**config.mk**
```make
export PLATFORM = sky130hd
export DESIGN_NAME = button_press_debounce_long_press_top
export DESIGN_NICKNAME = d
export VERILOG_FILES = /design/src/hw/rtl/bpdlp_pkg.sv /design/src/hw/rtl/bpdlp_lane.sv /design/src/hw/rtl/bpdlp_mode.sv /design/src/hw/rtl/button_press_debounce_long_press_top.sv
export SDC_FILE = /design/constraint.sdc
export NUM_CORES = 1
export LEC_CHECK = 0
export ABC_AREA = 1
export BUFFER_PORTS_ARGS = -buffer_cell sky130_fd_sc_hd__buf_2
export CORE_MARGIN = 1
export CORE_UTILIZATION = 40
export DETAILED_ROUTE_END_ITERATION = 12
export GPL_ROUTABILITY_DRIVEN = 0
export PLACE_DENSITY = 0.56
export SLEW_MARGIN = 20
export SYNTH_ARGS = -nofsm -noshare
export SYNTH_HDL_FRONTEND = slang
export SYNTH_SLANG_ARGS = --single-unit
```
**constraint.sdc**
```tcl
create_clock -name clk -period 4.6 [get_ports clk]
set_input_delay 0 -clock clk [delete_from_list [all_inputs] [get_ports clk]]
set_output_delay 0 -clock clk [all_outputs]
set_load 0.005 [all_outputs]
```
**src/hw/rtl/bpdlp_pkg.sv**
```systemverilog
// Package: shared types, constants and register codes for the button debounce block.
package bpdlp_pkg;

	localparam int NumButtons = 4;
	localparam int TimeW      = 32;
	localparam int MsW        = 16;
	localparam int ModeW      = 2;
	localparam int CfgIdxW    = 2;
	localparam int CfgDataW   = 16;

	localparam logic [CfgIdxW-1:0] CFG_ENABLE      = 2'd0;
	localparam logic [CfgIdxW-1:0] CFG_DEBOUNCE    = 2'd1;
	localparam logic [CfgIdxW-1:0] CFG_LONG_PRESS  = 2'd2;
	localparam logic [CfgIdxW-1:0] CFG_MODE_BUTTON = 2'd3;

	localparam logic             RstEnable     = 1'b1;
	localparam logic [MsW-1:0]   RstDebounce   = 16'd100;
	localparam logic [MsW-1:0]   RstLongPress  = 16'd1000;
	localparam logic [ModeW-1:0] RstModeButton = 2'd1;

	typedef struct packed {
		logic [NumButtons-1:0] levels;
		logic [TimeW-1:0]      now_ms;
	} sample_t;

	typedef struct packed {
		logic [NumButtons-1:0] press_events;
		logic                  activity;
		logic                  mode_short;
		logic                  mode_long;
	} result_t;

	typedef struct packed {
		logic pressed;
		logic accepted;
	} lane_stat_t;

endpackage

```
**src/hw/rtl/bpdlp_lane.sv**
```systemverilog
// Per-button lane: edge detection and debounce window against the last accepted press.
module bpdlp_lane (
	input  logic                          clk,
	input  logic                          arst_n,
	input  logic                          step,
	input  logic                          level,
	input  logic [bpdlp_pkg::TimeW-1:0]   now_ms,
	input  logic [bpdlp_pkg::MsW-1:0]     debounce_ms,
	output bpdlp_pkg::lane_stat_t         stat
);

	logic                        prev_q;
	logic [bpdlp_pkg::TimeW-1:0] last_q;
	logic [bpdlp_pkg::TimeW-1:0] elapsed;

	assign elapsed       = now_ms - last_q;
	assign stat.pressed  = ~level;
	assign stat.accepted = ~level & prev_q &
		(elapsed >= {{(bpdlp_pkg::TimeW-bpdlp_pkg::MsW){1'b0}}, debounce_ms});

	always_ff @(posedge clk or negedge arst_n) begin
		if (!arst_n) begin
			prev_q <= 1'b1;
			last_q <= '0;
		end else if (step) begin
			prev_q <= level;
			if (stat.accepted) begin
				last_q <= now_ms;
			end
		end
	end

endmodule

```
**src/hw/rtl/bpdlp_mode.sv**
```systemverilog
// Merge stage: gathers lane results and runs the mode button short/long tracker.
module bpdlp_mode (
	input  logic                            clk,
	input  logic                            arst_n,
	input  logic                            step,
	input  bpdlp_pkg::lane_stat_t           lanes [bpdlp_pkg::NumButtons],
	input  logic [bpdlp_pkg::TimeW-1:0]     now_ms,
	input  logic [bpdlp_pkg::MsW-1:0]       long_press_ms,
	input  logic [bpdlp_pkg::ModeW-1:0]     mode_button,
	output bpdlp_pkg::result_t              res
);

	logic                              tracking_q;
	logic                              fired_q;
	logic [bpdlp_pkg::TimeW-1:0]       start_q;
	logic [bpdlp_pkg::NumButtons-1:0]  press_vec;
	logic                              mode_acc;
	logic                              held;
	logic                              trk;
	logic                              fired;
	logic                              long_hit;
	logic                              short_ev;
	logic                              long_ev;
	logic [bpdlp_pkg::TimeW-1:0]       hold_time;

	always_comb begin
		press_vec = '0;
		mode_acc  = 1'b0;
		held      = 1'b0;
		for (int i = 0; i < bpdlp_pkg::NumButtons; i++) begin
			press_vec[i] = lanes[i].accepted;
			if (mode_button == bpdlp_pkg::ModeW'(i)) begin
				mode_acc = lanes[i].accepted;
				held     = lanes[i].pressed;
			end
		end
	end

	assign hold_time = now_ms - start_q;
	// a fresh press has zero hold time
	assign long_hit  = mode_acc ? (long_press_ms == '0) :
		(hold_time >= {{(bpdlp_pkg::TimeW-bpdlp_pkg::MsW){1'b0}}, long_press_ms});
	assign trk       = tracking_q | mode_acc;
	assign fired     = fired_q & ~mode_acc;
	assign short_ev  = trk & ~held & ~fired;
	assign long_ev   = trk & held & ~fired & long_hit;

	always_ff @(posedge clk or negedge arst_n) begin
		if (!arst_n) begin
			tracking_q <= 1'b0;
			fired_q    <= 1'b0;
			start_q    <= '0;
		end else if (step) begin
			if (mode_acc) begin
				start_q <= now_ms;
			end
			if (trk && !held) begin
				tracking_q <= 1'b0;
				fired_q    <= 1'b0;
			end else begin
				tracking_q <= trk;
				fired_q    <= fired | long_ev;
			end
		end
	end

	assign res.press_events = press_vec;
	assign res.activity     = |press_vec;
	assign res.mode_short   = short_ev;
	assign res.mode_long    = long_ev;

endmodule

```
**src/hw/rtl/button_press_debounce_long_press_top.sv**
```systemverilog
// Top level: config registers, button lanes, merge stage and output register.
//
// Takes one poll sample per clock and returns one result beat per sample, in the cycle
// after it is accepted; a sample may follow every cycle. All per-button work happens in
// parallel lanes and the mode tracker in the same cycle, so the throughput is set only by
// the output register: a new sample is taken whenever that register is empty or its beat
// is being taken. With enable low, samples still produce a beat, with every field zero,
// and no state moves.
module button_press_debounce_long_press_top (
	input  logic                              clk,
	input  logic                              arst_n,
	input  logic                              cfg_we,
	input  logic [bpdlp_pkg::CfgIdxW-1:0]     cfg_index,
	input  logic [bpdlp_pkg::CfgDataW-1:0]    cfg_data,
	input  logic                              sample_valid,
	output logic                              sample_stall,
	input  bpdlp_pkg::sample_t                sample,
	output logic                              result_valid,
	input  logic                              result_stall,
	output bpdlp_pkg::result_t                result
);

	logic                            enable_q;
	logic [bpdlp_pkg::MsW-1:0]       debounce_q;
	logic [bpdlp_pkg::MsW-1:0]       long_press_q;
	logic [bpdlp_pkg::ModeW-1:0]     mode_button_q;
	logic                            result_valid_q;
	bpdlp_pkg::result_t              result_q;
	bpdlp_pkg::result_t              res;
	bpdlp_pkg::lane_stat_t           lanes [bpdlp_pkg::NumButtons];
	logic                            load;
	logic                            step;

	always_ff @(posedge clk or negedge arst_n) begin
		if (!arst_n) begin
			enable_q      <= bpdlp_pkg::RstEnable;
			debounce_q    <= bpdlp_pkg::RstDebounce;
			long_press_q  <= bpdlp_pkg::RstLongPress;
			mode_button_q <= bpdlp_pkg::RstModeButton;
		end else if (cfg_we) begin
			case (cfg_index)
				bpdlp_pkg::CFG_ENABLE:      enable_q      <= cfg_data[0];
				bpdlp_pkg::CFG_DEBOUNCE:    debounce_q    <= cfg_data;
				bpdlp_pkg::CFG_LONG_PRESS:  long_press_q  <= cfg_data;
				bpdlp_pkg::CFG_MODE_BUTTON: mode_button_q <= cfg_data[bpdlp_pkg::ModeW-1:0];
				default: ;
			endcase
		end
	end

	assign sample_stall = result_valid_q & result_stall;
	assign load         = sample_valid & ~sample_stall;
	assign step         = load & enable_q;

	for (genvar g = 0; g < bpdlp_pkg::NumButtons; g++) begin : g_lane
		bpdlp_lane u_lane (
			.clk         (clk),
			.arst_n      (arst_n),
			.step        (step),
			.level       (sample.levels[g]),
			.now_ms      (sample.now_ms),
			.debounce_ms (debounce_q),
			.stat        (lanes[g])
		);
	end

	bpdlp_mode u_mode (
		.clk           (clk),
		.arst_n        (arst_n),
		.step          (step),
		.lanes         (lanes),
		.now_ms        (sample.now_ms),
		.long_press_ms (long_press_q),
		.mode_button   (mode_button_q),
		.res           (res)
	);

	always_ff @(posedge clk or negedge arst_n) begin
		if (!arst_n) begin
			result_valid_q <= 1'b0;
		end else if (load) begin
			result_valid_q <= 1'b1;
		end else if (!result_stall) begin
			result_valid_q <= 1'b0;
		end
	end

	always_ff @(posedge clk) begin
		if (load) begin
			result_q <= enable_q ? res : '0;
		end
	end

	assign result_valid = result_valid_q;
	assign result       = result_q;

endmodule

```
# After elaboration in Yosys (flattened, before gate mapping)
# Index checks and enable logic that the tools add are counted.
# totals
ff_bits,209
latchBits,0
mem_bits_rw,0
mem_bits_ro,0
out_inout_bits,9
word_cells,92
mem_count,0
# classes
add_sub_neg,5
n_mul,0
div_mod_pow,0
n_lt_le_gt_ge,5
n_eq_ne,7
shift,0
muxes,13
bitwise,27
reduce_logical,15
# op_table
operator,count
>= comparator 32 x 16 -> 1 bit,5
subtractor 32 bit,5
AND reduction 2 bit,9
AND 1 bit,17
logical NOT 16 bit,1
two-way mux 1 bit,13
== test 2 bit (second input constant),4
inverter 1 bit,8
== test 2 x 1 -> 1 bit (second input constant),2
logical NOT 2 bit,2
OR reduction 4 bit,1
!= test 2 x 1 -> 1 bit (second input constant),1
bitwise OR 1 bit,2
logical AND 1 bit,1
logical NOT 1 bit,1

# Longest topological paths before layout
# depth
word_depth,14
mapped_depth,31

# Modules after synthesis
# Synthesis repeated with hierarchy kept, for this count alone.
# unflattened
hier_cells,4152
area_unflattened_um2,24222.0
# by_module_without_submodules
module,instances,cells_each,area_each_um2,seq_area_each_um2
bpdlp_lane at g_lane[2].u_lane ...,2,795,4458.0,827.0
bpdlp_mode,1,786,4516.8,850.8
bpdlp_lane at g_lane[1].u_lane,1,795,4500.6,827.0
bpdlp_lane at g_lane[0].u_lane,1,793,4480.5,827.0
button_press_debounce_long_press_top,1,188,1808.0,1124.8

# Worst setup path after synthesis
# OpenSTA, ideal clock, no wires.
# synth_timing
path_kind,reg-to-reg
start,register g_lane[1].u_lane.last_q[0] in the netlist's numbering
end,register u_mode.start_q[2] in the netlist's numbering
t_arrival_ns,3.142
required_ns,4.479
path_slack_ns,1.337
stages_incl_launch_ff,28
path_buffers,2
period_less_slack_ns,3.263
path_cell_list,dfrtp_1 -> ha_1 -> inv_1 -> fa_1 -> nand3_1 -> nand3_1 -> nand2_1 -> nand2_1 -> nand2_1 -> nand2_1 -> xor2_1 -> ha_1 -> nand2_1 -> nor2_1 -> a211oi_1 -> nand3_1 -> nor2_1 -> nand3_1 -> nor2_1 -> nand2_1 -> nand3_2 -> nand2_2 -> inv_2 -> nand3_4 -> nand2_4 -> buf_12 -> buf_6 -> o21ai_1
# synth_between
elab_chain_len,7
# synth_lines
element,line,rtl
"start, declared",bpdlp_lane.sv:13,logic [bpdlp_pkg::TimeW-1:0] last_q;
"start signal, assigned",bpdlp_lane.sv:28,last_q <= now_ms;
subtractor 32 bit,bpdlp_lane.sv:16,assign elapsed = now_ms - last_q;
>= comparator 32 x 16 -> 1 bit,bpdlp_lane.sv:19,"(elapsed >= {{(bpdlp_pkg::TimeW-bpdlp_pkg::MsW){1'b0}}, debounce_ms});"
AND 1 bit,bpdlp_lane.sv:18,assign stat.accepted = ~level & prev_q &
two-way mux 1 bit (3 in series),bpdlp_mode.sv:32,if (mode_button == bpdlp_pkg::ModeW'(i)) begin
AND reduction 2 bit (no source line),--,
"end signal, assigned",bpdlp_mode.sv:55,start_q <= now_ms;
"end, declared",bpdlp_mode.sv:15,logic [bpdlp_pkg::TimeW-1:0] start_q;
# Every way passes these cells.
# A chain may end at the register's enable or synchronous reset.

# Worst setup path after layout
# layout_timing
start,register g_lane[1].u_lane.last_q[12] in the netlist's numbering
end,register u_mode.start_q[31] in the netlist's numbering
# The elaborated chain is that of the path after synthesis.

==> metrics.md <==
| Metric | Value |
|---|---|
| Final ANT Viol Nets | 0 |
| Setup ws final | 0.470 ns |
| Layout Nets | 4034 |
| Tot Pwr | 16.8 mW |
| WP data arrival | 4.63 ns |
| Max-slew violations | 0 |
| Ys Warns | 0 |
| Gr usage total | 0.253 |
| Sequential power share | 0.178 |
| Final std cell area, no fill | 0.0247 sq mm |
| DRC viols | 0 |
| Area of placed instances | 0.0233 sq mm |
| CTS sink count | 209 |
| First-pass GRT wire length | 112 mm |
| Area contributors post-synth | nand2_1 (22%), dfrtp_1 (21%), ha_1 (13%) |
| Die area | 0.0563 sq mm |
| Comb pwr share | 0.697 |
| CTS root buffer | clkbuf_16 |
| #FFs+latches synth | 209 |
| DR pass1 iterations | 5 |
| Clock Power Share | 0.125 |
| Routed via count | 21.5k |
| WL final | 69.8 mm |
| Final setup skew | 0.0138 ns |
| Final setup TNS | 0 ns |
| Share of layout cells above drive strength 1 | 0.0628 |
| Gate count of the mapped netlist | 3606 |
| Switching part of the total | 0.519 |
| CTS Buf Count | 27 |
| Tmin final | 4.13 ns |
| Die width | 237 um |
| Leading cell types by count after synthesis | nand2_1 (1279), inv_1 (738), nor2_1 (262) |
| Detailed Place HPWL | 57.2 mm |
| Hold Fails Final Rpt | 4 |
| Max Cap Viol | 0 |
| R2r setup slk | 0.47 ns |
| # port buffers | 67 |
| Core Util, Final | 0.456 |
| Synth top area share | 0.217 |
| CTS tree | yes |
| Maximum root-to-sink buffer count | 3 |
| Status | complete, but fails checks |
| Sw Pwr | 8.72 mW |
| Pre-CTS setup slack | 0.391 ns |
| CP Capture Type | flop |
| FFs w/ async S/R, synth | 0.967 |
| Mapped Nets | 3905 |
| CTS H-tree depth | 1 |
| Grt ovf | 0 |
| RR Startpoint | g_lane[1].u_lane.last_q[12] |
| Yosys cell types | 53 |
| DR WL/cell | 15.7 um |
| Failing checks | hold timing |
| Worst reg-to-reg path cell count | 25 |
| CP Class | reg -> reg |
| Largest net degree at the start of global routing | 110 |
| Vias in the first global route | 21.4k |
| IO Count | 68 |
| Setup bufs post-CTS | 0 |
| Layout area overhead | 11.7% |
| CTS clk-pin slew, worst paths | 0.07 ns |
| RSZ-0062 raised after global routing | false |
| Initial antenna violation count | 1 |
| Number of synthesized flops with an enable pin | 7 |
| Hold WS | -0.00251 ns |
| Clk Latency, worst-skew pair | 0.58 ns |
| PD cells | 679 mW/mm^2 |
| Core Footprint | 0.0542 sq mm |
| Worst slew pin tran | 0.982 ns |
| R2r endpoint | u_mode.start_q[31] |
| CP Launch Type | flop |
| Initial Util | 0.408 |
| Fmax | 242 MHz |
| Ant. Diodes | 0 |
| Num rows | 85 |
| Tcrit/Tclk final | 0.898 |
| Mapped Avg Cell Area | 6.14 sq um |
| Largest vdd supply drop | 0.318 mV |
| Slew margin rel. | 0.343 |
| Worst-path fanout max | 17 |
| Prevailing post-synth register cell | dfrtp_1 |
| Vias per cell | 4.82 |
| DIE HEIGHT | 237 um |
| Mapped cell area | 0.0221 sq mm |
| Setup violators final | 0 |
| Count leader, synth | nand2_1 |
| Iter 0 DRT Violations | 1186 |
| Sequential area share after synthesis | 0.239 |
| Required time worst endpoint | 5.10 ns |
| Storage cell area | 0.00528 sq mm |
| Static Leak | 14.1 nW |
| Multi-input logic area | 0.0138 sq mm |
| P_int | 8.09 mW |
| Hold Crit Class | in -> async |
| # fillers | 5828 |
| Yosys top cell by area | nand2_1 |
[how the worst max path moves through the flow]
stage	from	to	slack, ns	cells past startpoint
after floorplan	g_lane[1].u_lane.last_q[0]	u_mode.start_q[2]	1.34	27
after global placement	sample[0]	u_mode.start_q[31]	0.45	29
after detailed placement	sample[0]	u_mode.start_q[31]	0.39	29
after CTS	sample[0]	u_mode.start_q[31]	0.43	30
after global routing	g_lane[1].u_lane.last_q[0]	u_mode.start_q[31]	0.03	27
final	g_lane[1].u_lane.last_q[12]	u_mode.start_q[31]	0.47	25
[registers in the layout, indices dropped and copies added (netlist names)]
signal and count:
u_mode.fired_q 1, enable_q 1, g_lane.u_lane.last_q 128, mode_button_q 2
g_lane.u_lane.prev_q 4, result_valid 1, u_mode.tracking_q 1, result 7
long_press_q 16, debounce_q 16, u_mode.start_q 32
[kinds of logic (layout without fill, tap and decap cells)]
| family | after synthesis | after routing | share of synthesized area |
|---|---|---|---|
| AOI/OAI and AO/OA | 407 | 407 | 0.102 |
| buffers and inverters | 784 | 933 | 0.138 |
| xor gates and xnor gates | 84 | 84 | 0.0332 |
| adders and majority gates | 240 | 240 | 0.137 |
| and+or+nand+nor | 1882 | 1882 | 0.351 |
| DFF | 209 | 209 | 0.239 |
[power by group through the flow]
stage	sequential, mW	clock (mW)	combinational (mW)
after floorplan	2.92	0	8.87
after global placement	3.00	0	11.6
after detailed placement	3.01	0	11.6
after CTS	2.99	2.17	11.7
after global routing	3.08	2.23	13.5
final	2.98	2.11	11.7
[per-layer routing]
metal / GRT usage / part of all wire
met1: 0.310 / 0.45
met4: 0.0762 / 0.031
met2: 0.461 / 0.49
met5: 0 / 0
met3: 0.0271 / 0.035
[placed cells by master (no fill, tap or decap), types with 66 or more instances in the layout]
| cell | netlist | routed |
|---|---|---|
| nand2_1 | 1279 | 1279 |
| inv_1 | 738 | 737 |
| nor2_1 | 262 | 262 |
| ha_1 | 235 | 235 |
| dfrtp_1 | 187 | 187 |
| nand3_1 | 161 | 160 |
| o21ai_0 | 160 | 160 |
| a21oi_1 | 140 | 140 |
| xor2_1 | 76 | 76 |
| buf_2 | 12 | 66 |
[worst max-delay path, cell delays in order, from the launching register on]
cell      delay, ns
dfrtp_1        0.33
inv_1          0.05
ha_1           0.37
nand2_1        0.13
nor2_1         0.21
and2_1         0.21
nand2_1        0.08
nand3_2        0.09
xor2_1         0.23
ha_1           0.29
a21oi_1        0.17
nor2_1         0.06
a211oi_1       0.17
nand3_1        0.10
nor2_1         0.16
nand3_1        0.09
nor2_1         0.12
nand2_1        0.24
nand3_2        0.13
nand2_2        0.07
inv_2          0.07
nand3_4        0.07
nand2_4        0.16
buf_4          0.30
nand2_1        0.07
o21ai_1        0.07
[area by class of cell]
| type | instances | share of cell area |
|---|---|---|
| Multi-Input combinational cell | 2613 | 0.558 |
| Sequential cell | 209 | 0.214 |
| Clock inverter | 15 | 0.00602 |
| Inverter | 746 | 0.113 |
| Tap cell | 696 | 0.0352 |
| Timing Repair Buffer | 138 | 0.0446 |
| Clock buffer | 34 | 0.0288 |
[through the flow]
step | cells | hold slack (ns)
after floorplan | 3606 | -0.296
after global placement | 4342 | 0.0973
after detailed placement | 4342 | 0.0990
after CTS | 4451 | 0.0450
after global routing | 4451 | 0.0796
final | 4451 | -0.00251
[what timing repair did]
item,CTS,global route
resized for setup,0,1
hold endpoints to repair,295,0
hold buffers,60,0
endpoints found under the setup margin,0,7
No activity file was read; power rests on OpenSTA's default activity.
